$ cat src/design/npci_pkg.sv
// Shared types, widths and the fixed 32-entry palette ROM.
// No dependencies; used by all design modules.
`timescale 1ns / 1ps

package npci_pkg;

    localparam int NUM_COLORS = 32;
    localparam int IDX_W      = 5;
    localparam int COMP_W     = 8;
    localparam int SQ_W       = 2 * COMP_W;
    localparam int DIST_W     = SQ_W + 2;
    localparam int NUM_CHAN   = 3;

    typedef logic [COMP_W-1:0] comp_t;
    typedef logic [SQ_W-1:0]   sq_t;
    typedef logic [DIST_W-1:0] dist_t;
    typedef logic [IDX_W-1:0]  idx_t;

    typedef struct packed {
        dist_t total;
        idx_t  idx;
    } cand_t;

    // Load enables for a group of three pipeline stages.
    typedef struct packed {
        logic en_first;
        logic en_mid;
        logic en_last;
    } stage_en_t;

    localparam comp_t PALETTE [NUM_COLORS][NUM_CHAN] = '{
        '{8'd0,   8'd0,   8'd0  }, '{8'd255, 8'd255, 8'd255},
        '{8'd170, 8'd170, 8'd170}, '{8'd85,  8'd85,  8'd85 },
        '{8'd254, 8'd211, 8'd199}, '{8'd255, 8'd196, 8'd206},
        '{8'd250, 8'd172, 8'd142}, '{8'd255, 8'd139, 8'd131},
        '{8'd244, 8'd67,  8'd54 }, '{8'd233, 8'd30,  8'd99 },
        '{8'd226, 8'd102, 8'd158}, '{8'd156, 8'd39,  8'd176},
        '{8'd103, 8'd58,  8'd183}, '{8'd63,  8'd81,  8'd181},
        '{8'd0,   8'd70,  8'd112}, '{8'd5,   8'd113, 8'd151},
        '{8'd33,  8'd150, 8'd243}, '{8'd0,   8'd188, 8'd212},
        '{8'd59,  8'd229, 8'd219}, '{8'd151, 8'd253, 8'd220},
        '{8'd22,  8'd115, 8'd0  }, '{8'd55,  8'd169, 8'd60 },
        '{8'd137, 8'd230, 8'd66 }, '{8'd215, 8'd255, 8'd7  },
        '{8'd255, 8'd246, 8'd209}, '{8'd248, 8'd203, 8'd140},
        '{8'd255, 8'd235, 8'd59 }, '{8'd255, 8'd193, 8'd7  },
        '{8'd255, 8'd152, 8'd0  }, '{8'd255, 8'd87,  8'd34 },
        '{8'd184, 8'd63,  8'd39 }, '{8'd121, 8'd85,  8'd72 }
    };

endpackage

$ cat src/design/npci_min.sv
// Registered minimum tree over 32 distances: 32->8, 8->2, 2->1.
// Ties keep the lower index. Depends on npci_pkg.
`timescale 1ns / 1ps

module npci_min
(
    input  logic                 clk,
    input  npci_pkg::stage_en_t  en,
    input  npci_pkg::dist_t      lane_dist [npci_pkg::NUM_COLORS],
    output npci_pkg::idx_t       best_idx
);

    localparam int L1_N = npci_pkg::NUM_COLORS / 4;
    localparam int L2_N = L1_N / 4;

    npci_pkg::cand_t l1_reg  [L1_N];
    npci_pkg::cand_t l1_next [L1_N];
    npci_pkg::cand_t l2_reg  [L2_N];
    npci_pkg::cand_t l2_next [L2_N];
    npci_pkg::cand_t root;
    npci_pkg::idx_t  idx_reg;
    npci_pkg::idx_t  idx_next;
    npci_pkg::cand_t leaf [npci_pkg::NUM_COLORS];

    // Right side wins only when strictly smaller; left holds the lower indices.
    function automatic npci_pkg::cand_t pick(input npci_pkg::cand_t a,
                                             input npci_pkg::cand_t b);
        return (b.total < a.total) ? b : a;
    endfunction

    always_comb
    begin
        for (int k = 0; k < npci_pkg::NUM_COLORS; k++)
        begin
            leaf[k].total = lane_dist[k];
            leaf[k].idx   = npci_pkg::IDX_W'(k);
        end
        for (int g = 0; g < L1_N; g++)
        begin
            l1_next[g] = pick(pick(leaf[4*g],   leaf[4*g+1]),
                              pick(leaf[4*g+2], leaf[4*g+3]));
        end
        for (int g = 0; g < L2_N; g++)
        begin
            l2_next[g] = pick(pick(l1_reg[4*g],   l1_reg[4*g+1]),
                              pick(l1_reg[4*g+2], l1_reg[4*g+3]));
        end
        root     = pick(l2_reg[0], l2_reg[1]);
        idx_next = root.idx;
    end

    always_ff @(posedge clk)
    begin
        if (en.en_first)
        begin
            l1_reg <= l1_next;
        end
        if (en.en_mid)
        begin
            l2_reg <= l2_next;
        end
        if (en.en_last)
        begin
            idx_reg <= idx_next;
        end
    end

    assign best_idx = idx_reg;

endmodule

$ cat config.mk
export PLATFORM = sky130hd
export DESIGN_NAME = npci_min
export DESIGN_NICKNAME = d
export VERILOG_FILES = /design/src/design/npci_pkg.sv /design/src/design/npci_min.sv
export SDC_FILE = /design/constraint.sdc
export NUM_CORES = 1
export LEC_CHECK = 0
export ABC_AREA = 1
export BUFFER_PORTS_ARGS = -buffer_cell sky130_fd_sc_hd__buf_2
export CAP_MARGIN = 20
export CORE_AREA = 5 5 254 256
export DETAILED_ROUTE_END_ITERATION = 8
export DIE_AREA = 0 0 259 261
export GPL_TIMING_DRIVEN = 0
export HOLD_SLACK_MARGIN = 0.15
export PLACE_DENSITY = 0.68
export SYNTH_ARGS = -nofsm -noshare
export SYNTH_HDL_FRONTEND = slang
export SYNTH_SLANG_ARGS = --single-unit
$ cat constraint.sdc
create_clock -name clk -period 4 [get_ports clk]
set_clock_uncertainty 0.2 [all_clocks]
set_input_delay 0.8 -clock clk [delete_from_list [all_inputs] [get_ports clk]]
set_output_delay 0.8 -clock clk [all_outputs]
set_load 0.02 [all_outputs]
==> impl_metrics.csv, run 1 <==
group,metric,value,unit
global_route,antenna_found_initial,11,
pwr,power.density,437,nW/µm²
pwr,cellLeakagePower,19.4,nW
global_route,grt_pass1_wl,127000,µm
synth,synthArstFlopShare,0,
cts,max-clock-path-buffers,3,
place,gp_congestion,0.920,
cts,root_buffer,"clkbuf_16",
synth,synth_largest_area_cell,"ha_1",
worst_setup_path,crit_fanout,10,
cts,path_clk_slew,60,ps
synth,synth_compound_area_frac,0.119,
sta,min_period,3860,ps
cells_and_area,area_growth,20.2,%
place,place_inst,5619,
floorplan,die_w,259,µm
global_route,grt_usage,0.227,
routing,drt-total-wl,82100,µm
cts,hold_buffers,0,
pwr,vdd_drop_max,0.254,mV
floorplan,die_area,67600,µm²
routing,wl_per_cell,14.4,µm
synth,synth_top_area_frac,0.239,
floorplan,coreArea,62300,µm²
worst_setup_path,arrival,3930,ps
synth,synthCells,4188,
synth,synth_fa_ha_area_frac,0.239,
sta,setup-tns-final,0,ps
worst_setup_path,worstSetupPathType,"input pin to flop",
cts,htree_levels,1,
synth,synthXorXnorAreaFrac,0,
synth,yosysSeqAreaShare,0.227,
cts,cts_tree,"yes",
run_status,outcome,"complete, no violations",
global_route,grt_max_degree,98,
sta,fin_crit_sh,0.964,
synth,synth.distinct_cells,35,
synth,syn_nets,5295,
synth,synthTopCellsByArea,"ha_1, edfxtp_1, nand2_1",
worst_setup_path,start_kind,"input pin",
cells_and_area,utilization,0.533,
cts,numCtsBuffers,24,
synth,syn_area,27600,µm²
synth,synth_edf_count,209,
cells_and_area,nets,5923,
sta,tightest_slew,899,ps
synth,synth_most_common_cell,"nand2_1",
routing,initialDrtViolationCount,1313,
worst_setup_path,endpoint_kind,"flop",
synth,synth_top_family_by_area,"simple AND/OR/NAND/NOR gates",
synth,yosysWarnings,0,
cells_and_area,instances_no_fill,5690,
routing,vias,27800,
worst_setup_path,required,4070,ps
sta,hold_violations,0,
cells_and_area,multi_input_area,17900,µm²
floorplan,num_io_pins,585,
cells_and_area,largest_reg_flops,160,
floorplan,initial_core_util,0.444,
worst_setup_path,crit_family,"compound AO/OA/AOI/OAI gates",
global_route,grt.overflow.total,0,
worst_setup_path,cp_slowest_cell,"o21ai_1",
floorplan,die_h,261,µm
place,hpwl,69900,µm
worst_setup_path,crit_chain,"buf_2 -> inv_1 -> ha_1 -> a21o_1 -> nor2_1 -> nand2_1 -> nor2_2 -> nand2_4 -> clkbuf_2 -> o21ai_1 -> inv_1 -> ha_1 -> nand2_1 -> o21a_1 -> o221ai_1 -> a31oi_1 -> buf_4 -> clkbuf_4 -> nand3_1 -> nand2_1",
sta,max_freq,259,MHz
synth,post_synth_and_or_nand_nor_area_fraction,0.279,
cts,insertion_delay,520,ps
place,port_buffers,584,
cells_and_area,fillers,6288,
sta,slew_headroom,0.401,
sta,finalSetupViolations,0,
pwr,power,14.5,mW
sta,finalMaxSlewViolations,0,
global_route,grt_pass1_vias,26100,
synth,synth_area_per_cell,6.60,µm²
synth,synthTopCellsByCount,"nand2_1, inv_1, ha_1",
routing,routed_via_density,4.89,
hold_path,min_path_type,"flop to flop",
floorplan,rows,92,
worst_setup_path,cp_common_cell,"nand2_1",
worst_setup_path,critical_path.max_stage_delay,360,ps
routing,ant_nets,0,
run,max-cap-violations,0,
worst_setup_path,worst-path-buf-inv,6,
routing,drc,0,
cts,cts.sinks,209,
cells_and_area,ff_latch_area,6280,µm²
routing,dr.pass1.iters,5,
synth,synth_top_flop_cell,"edfxtp_1",
synth,synthMuxAreaShare,0,
cells_and_area,drive_gt1_frac,0.184,
synth,ys_seq_elements,209,
==> per-stage QoR <==
stage / hold WS [ps] / setup slack (ps) / cell area (µm²)
floorplan: 287 / 81.6 / 27600
global placement: 327 / -832 / 31600
detailed placement: 317 / -796 / 31600
CTS: 328 / 0.488 / 32500
global route: 353 / -81.5 / 33200
finish: 327 / 142 / 33200
==> layer usage <==
layer / track usage / vias to the layer above / wire, µm
met4: 0.0792 / 0 / 3070
met3: 0.0206 / 159 / 3230
met2: 0.408 / 635 / 40200
met1: 0.287 / 12300 / 35600
li1: - / 14700 / -
met5: 0 / - / 0
==> cells in the final DEF, fill, tap and decap left out, types with 7 or more instances in the layout <==
| cell type | Yosys | routed |
|---|---|---|
| o21ai_1 | 14 | 99 |
| nand4_1 | 36 | 36 |
| buf_2 | 63 | 619 |
| o21ai_0 | 348 | 216 |
| nand3_1 | 230 | 229 |
| edfxtp_1 | 209 | 209 |
| o21a_1 | 18 | 18 |
| a21oi_1 | 187 | 181 |
| diode_2 | 0 | 10 |
| nand2_4 | 7 | 7 |
| o221ai_1 | 11 | 11 |
| o211ai_1 | 9 | 9 |
| clkbuf_4 | 0 | 21 |
| buf_4 | 2 | 35 |
| inv_1 | 816 | 814 |
| nand3b_1 | 9 | 9 |
| ha_1 | 527 | 525 |
| o21ai_2 | 0 | 45 |
| nor2_1 | 126 | 115 |
| clkbuf_16 | 0 | 25 |
| a21o_1 | 23 | 23 |
| clkbuf_2 | 0 | 18 |
| nor2_2 | 15 | 25 |
| nand2_2 | 9 | 12 |
| buf_6 | 15 | 29 |
| and2_1 | 16 | 14 |
| nand2_1 | 1423 | 1420 |
==> what timing repair did <==
item	4_1_cts	5_1_grt
pin swaps	0	27
gates resized for setup	55	326
endpoints found under the setup margin	123	203
gates cloned	0	0
setup buffers	0	20
==> cell type report <==
cell class,count,share of cell area
Antenna cell,10,0.000754
Buffer,119,0.0262
Clock buffer,26,0.0190
Clock inverter,18,0.00622
Inverter,823,0.0932
Multi-Input combinational cell,3034,0.540
Sequential cell,209,0.189
Tap cell,846,0.0319
Timing Repair Buffer,605,0.0935
==> kinds of logic after synthesis <==
kind of cell,after synthesis
AO/OA/AOI/OAI,619
AND/OR/NAND/NOR,1888
buffers and inverters,945
flip-flops,209
adder cells (fa/ha/maj),527
==> where the power goes <==
group	leakage (nW)	total [mW]	switching (mW)	internal, mW
combinational	16.9	8.45	5.32	3.14
clock	0.406	2.28	0.882	1.40
sequential	2.05	3.76	0.307	3.46
total	19.4	14.5	6.50	7.99
==> worst reg2reg max path: stages (launching register included) <==
cell      delay, ps
edfxtp_1        410
ha_1            330
a21oi_1         170
nand2_1          90
a21oi_2         190
nand3_2         140
inv_4           130
clkbuf_4        220
nand2_1          70
o21ai_1         200
ha_1            290
nand2_1          80
o21a_1          140
o221ai_1        160
a31oi_2         310
nand2_2         130
buf_4           190
nand2_1          70
nand2_1          60
==> path summary, 6_finish.rpt <==
| check | start | slack, ps | cells past startpoint | end |
|---|---|---|---|---|
| hold reg to reg | l2_reg[0] | 330 | 2 | best_idx[0] |
| setup / recovery | lane_dist[71] | 140 | 20 | l1_reg[15] |
| hold / removal | l2_reg[0] | 330 | 2 | best_idx[0] |
| setup reg to reg | l1_reg[110] | 180 | 18 | l2_reg[29] |
Power figures use the tool's default switching activity.
==> inputs of run 2 (changes only) <==
ABC_AREA = not set   (was 1)
CORE_AREA = 5 5 247 249   (was 5 5 254 256)
DIE_AREA = 0 0 252 254   (was 0 0 259 261)
SKIP_CTS_REPAIR_TIMING = 1   (was not set)
==> run 2 against run 1 <==
The flow now finishes with violations (negative setup slack); fmax decreased by 16%; largest cell class unchanged; worst hold slack improved by 14 ps; critical endpoint is now l1_reg[8]; non-clock buffer count is 209 higher; register-to-register slack got worse by 720 ps; clock power rose by 16%.
==> impl_metrics.csv, run 2 <==
group,metric,value,unit
sta,finalSetupViolations,198,
synth,synth_fa_ha_area_frac,0.254,
synth,synthMuxAreaShare,0.170,
place,placed_area,31300,µm²
global_route,grt_pass1_vias,22300,
worst_setup_path,endpoint_kind,"flop",
routing,ant_nets,0,
floorplan,rows,89,
synth,synth_area_per_cell,9.15,µm²
sta,slew_headroom,0.338,
pwr,power.density,439,nW/µm²
routing,drt-total-wl,93500,µm
cts,insertion_delay,520,ps
cells_and_area,final_common_cell,"buf_2",
worst_setup_path,cp_slowest_cell,"a2111o_1",
sta,fin_crit_sh,1.15,
worst_setup_path,critical_path.max_stage_delay,400,ps
cts,root_buffer,"clkbuf_16",
routing,dr_wl_met2,47300,µm
pwr,vdd_drop_max,0.364,mV
routing,drc,0,
synth,synth_top_area_frac,0.254,
synth,synth_edf_count,209,
worst_setup_path,arrival,4740,ps
synth,post_synth_and_or_nand_nor_area_fraction,0.0831,
synth,syn_nets,3943,
worst_setup_path,crit_chain,"buf_2 -> ha_1 -> and4_1 -> nand2_1 -> o211ai_1 -> a311oi_2 -> nor2_4 -> buf_6 -> mux2_4 -> ha_4 -> a211oi_2 -> o21ai_1 -> a2111o_1 -> a21oi_2 -> o21bai_4 -> a21oi_4 -> clkinv_4 -> buf_6 -> o2bb2ai_2 -> a211oi_1",
global_route,grt_pass1_wl,119000,µm
worst_setup_path,crit_fanout,7,
synth,synth_top_family_by_area,"adder cells",
place,gp_congestion,0.901,
pwr,seq_power_share,0.212,
worst_setup_path,crit_family,"compound AO/OA/AOI/OAI gates",
routing,met1_length,39000,µm
cells_and_area,instances_no_fill,4525,
floorplan,num_io_pins,585,
routing,initialDrtViolationCount,1661,
sta,rsz0062_at_grt,"true",
cells_and_area,drive_gt1_frac,0.467,
synth,synthTopCellsByCount,"ha_1, inv_1, mux2i_1",
cells_and_area,largest_reg_flops,160,
global_route,antenna_found_initial,6,
routing,top_layer_used,"met5",
cts,htree_levels,1,
synth,synth_most_common_cell,"ha_1",
routing,wl_per_cell,20.7,µm
floorplan,coreArea,58500,µm²
pwr,combPwrFrac,0.638,
cells_and_area,nets,4837,
synth,synth_largest_area_cell,"ha_1",
worst_setup_path,worstSetupPathType,"input pin to flop",
cells_and_area,utilization,0.689,
pwr,clkPwrFrac,0.150,
synth,synth.distinct_cells,68,
cells_and_area,mostFrequentLayoutCells,"buf_2, inv_1, ha_1",
routing,dr.pass1.iters,5,
global_route,grt_usage,0.230,
place,port_buffers,584,
floorplan,die_area,64000,µm²
routing,wl_met3,5170,µm
floorplan,die_h,254,µm
sta,setup-tns-final,-80360,ps
cts,path_clk_slew,70,ps
pwr,intPower,10.8,mW
place,dp_slack,-1540,ps
sta,finalMaxSlewViolations,0,
sta,max_freq,217,MHz
sta,min_period,4600,ps
worst_setup_path,worst-path-buf-inv,4,
global_route,grt.overflow.total,0,
hold_path,min_path_type,"flop to flop",
place,place_inst,4194,
run_status,outcome,"finished with violations",
worst_setup_path,required,4130,ps
cts,cts_tree,"yes",
synth,synthArstFlopShare,0,
cts,cts.sinks,209,
synth,synthCells,2836,
synth,synthXorXnorAreaFrac,0,
synth,synth_compound_area_frac,0.165,
synth,syn_area,26000,µm²
global_route,grt_max_degree,86,
floorplan,die_w,252,µm
place,hpwl,67900,µm
routing,routed_via_density,5.64,
worst_setup_path,cp_common_cell,"buf_6",
pwr,p_switching,6.84,mW
synth,yosysWarnings,0,
sta,finalWorstSetupSlack,-603,ps
routing,vias,25500,
cts,numCtsBuffers,25,
worst_setup_path,start_kind,"input pin",
floorplan,initial_core_util,0.444,
run,max-cap-violations,0,
run_status,violations,"negative setup slack",
cells_and_area,design_area,40300,µm²
synth,synth_top_flop_cell,"edfxtp_1",
pwr,power,17.7,mW
pwr,cellLeakagePower,18.9,nW
sta,whs,341,ps
synth,ys_seq_elements,209,
sta,tightest_slew,993,ps
pwr,swShare,0.387,
synth,yosysSeqAreaShare,0.242,
synth,synthTopCellsByArea,"ha_1, edfxtp_1, mux2i_1",
cts,max-clock-path-buffers,3,
sta,hold_violations,0,
cells_and_area,area_growth,55.2,%
==> run 2: final timing paths <==
check | from | endpoint | slack [ps] | cells after the start
worst max-delay path | lane_dist[9] | l1_reg[8] | -600 | 20
worst min-delay path | l2_reg[1] | best_idx[1] | 340 | 1
worst max register to register | l1_reg[35] | l2_reg[20] | -540 | 23
worst min register to register | l2_reg[1] | best_idx[1] | 340 | 1
==> run 2: area by class of cell <==
type	instances	area [µm²]
Fill cell	4210	18200
Timing Repair inverter	1	6.26
Sequential cell	209	6280
Inverter	493	1970
Buffer	70	1060
Clock inverter	19	332
Timing Repair Buffer	863	6260
Multi-Input combinational cell	2067	22800
Tap cell	773	967
Clock buffer	26	629
Antenna cell	4	10.0
==> run 2: routing by layer <==
| metal | up-vias | GRT usage |
|---|---|---|
| met1 | 12300 | 0.316 |
| met2 | 854 | 0.403 |
| li1 | 12200 | - |
| met3 | 148 | 0.0247 |
| met4 | 4 | 0.0312 |
| met5 | - | 0 |
==> run 2: cell families (layout without fill, tap and decap cells) <==
logic type               after synthesis  count (layout)
AO/OA/AOI/OAI                        656             658
multiplexers                         434             434
flip-flops                           209             209
AND/OR/NAND/NOR                      447             448
adder cells (fa/ha/maj)              527             527
other                                  0               4
buffers and inverters                563            1472
==> run 2: power groups by stage <==
| stage | clock network, mW | logic (mW) | registers (mW) |
|---|---|---|---|
| after global routing | 2.78 | 12.1 | 3.80 |
| after CTS | 2.68 | 7.38 | 3.69 |
| final | 2.64 | 11.3 | 3.75 |
| after global placement | 0 | 7.23 | 3.72 |
| after floorplan | 0 | 5.31 | 3.57 |
| after detailed placement | 0 | 7.33 | 3.73 |
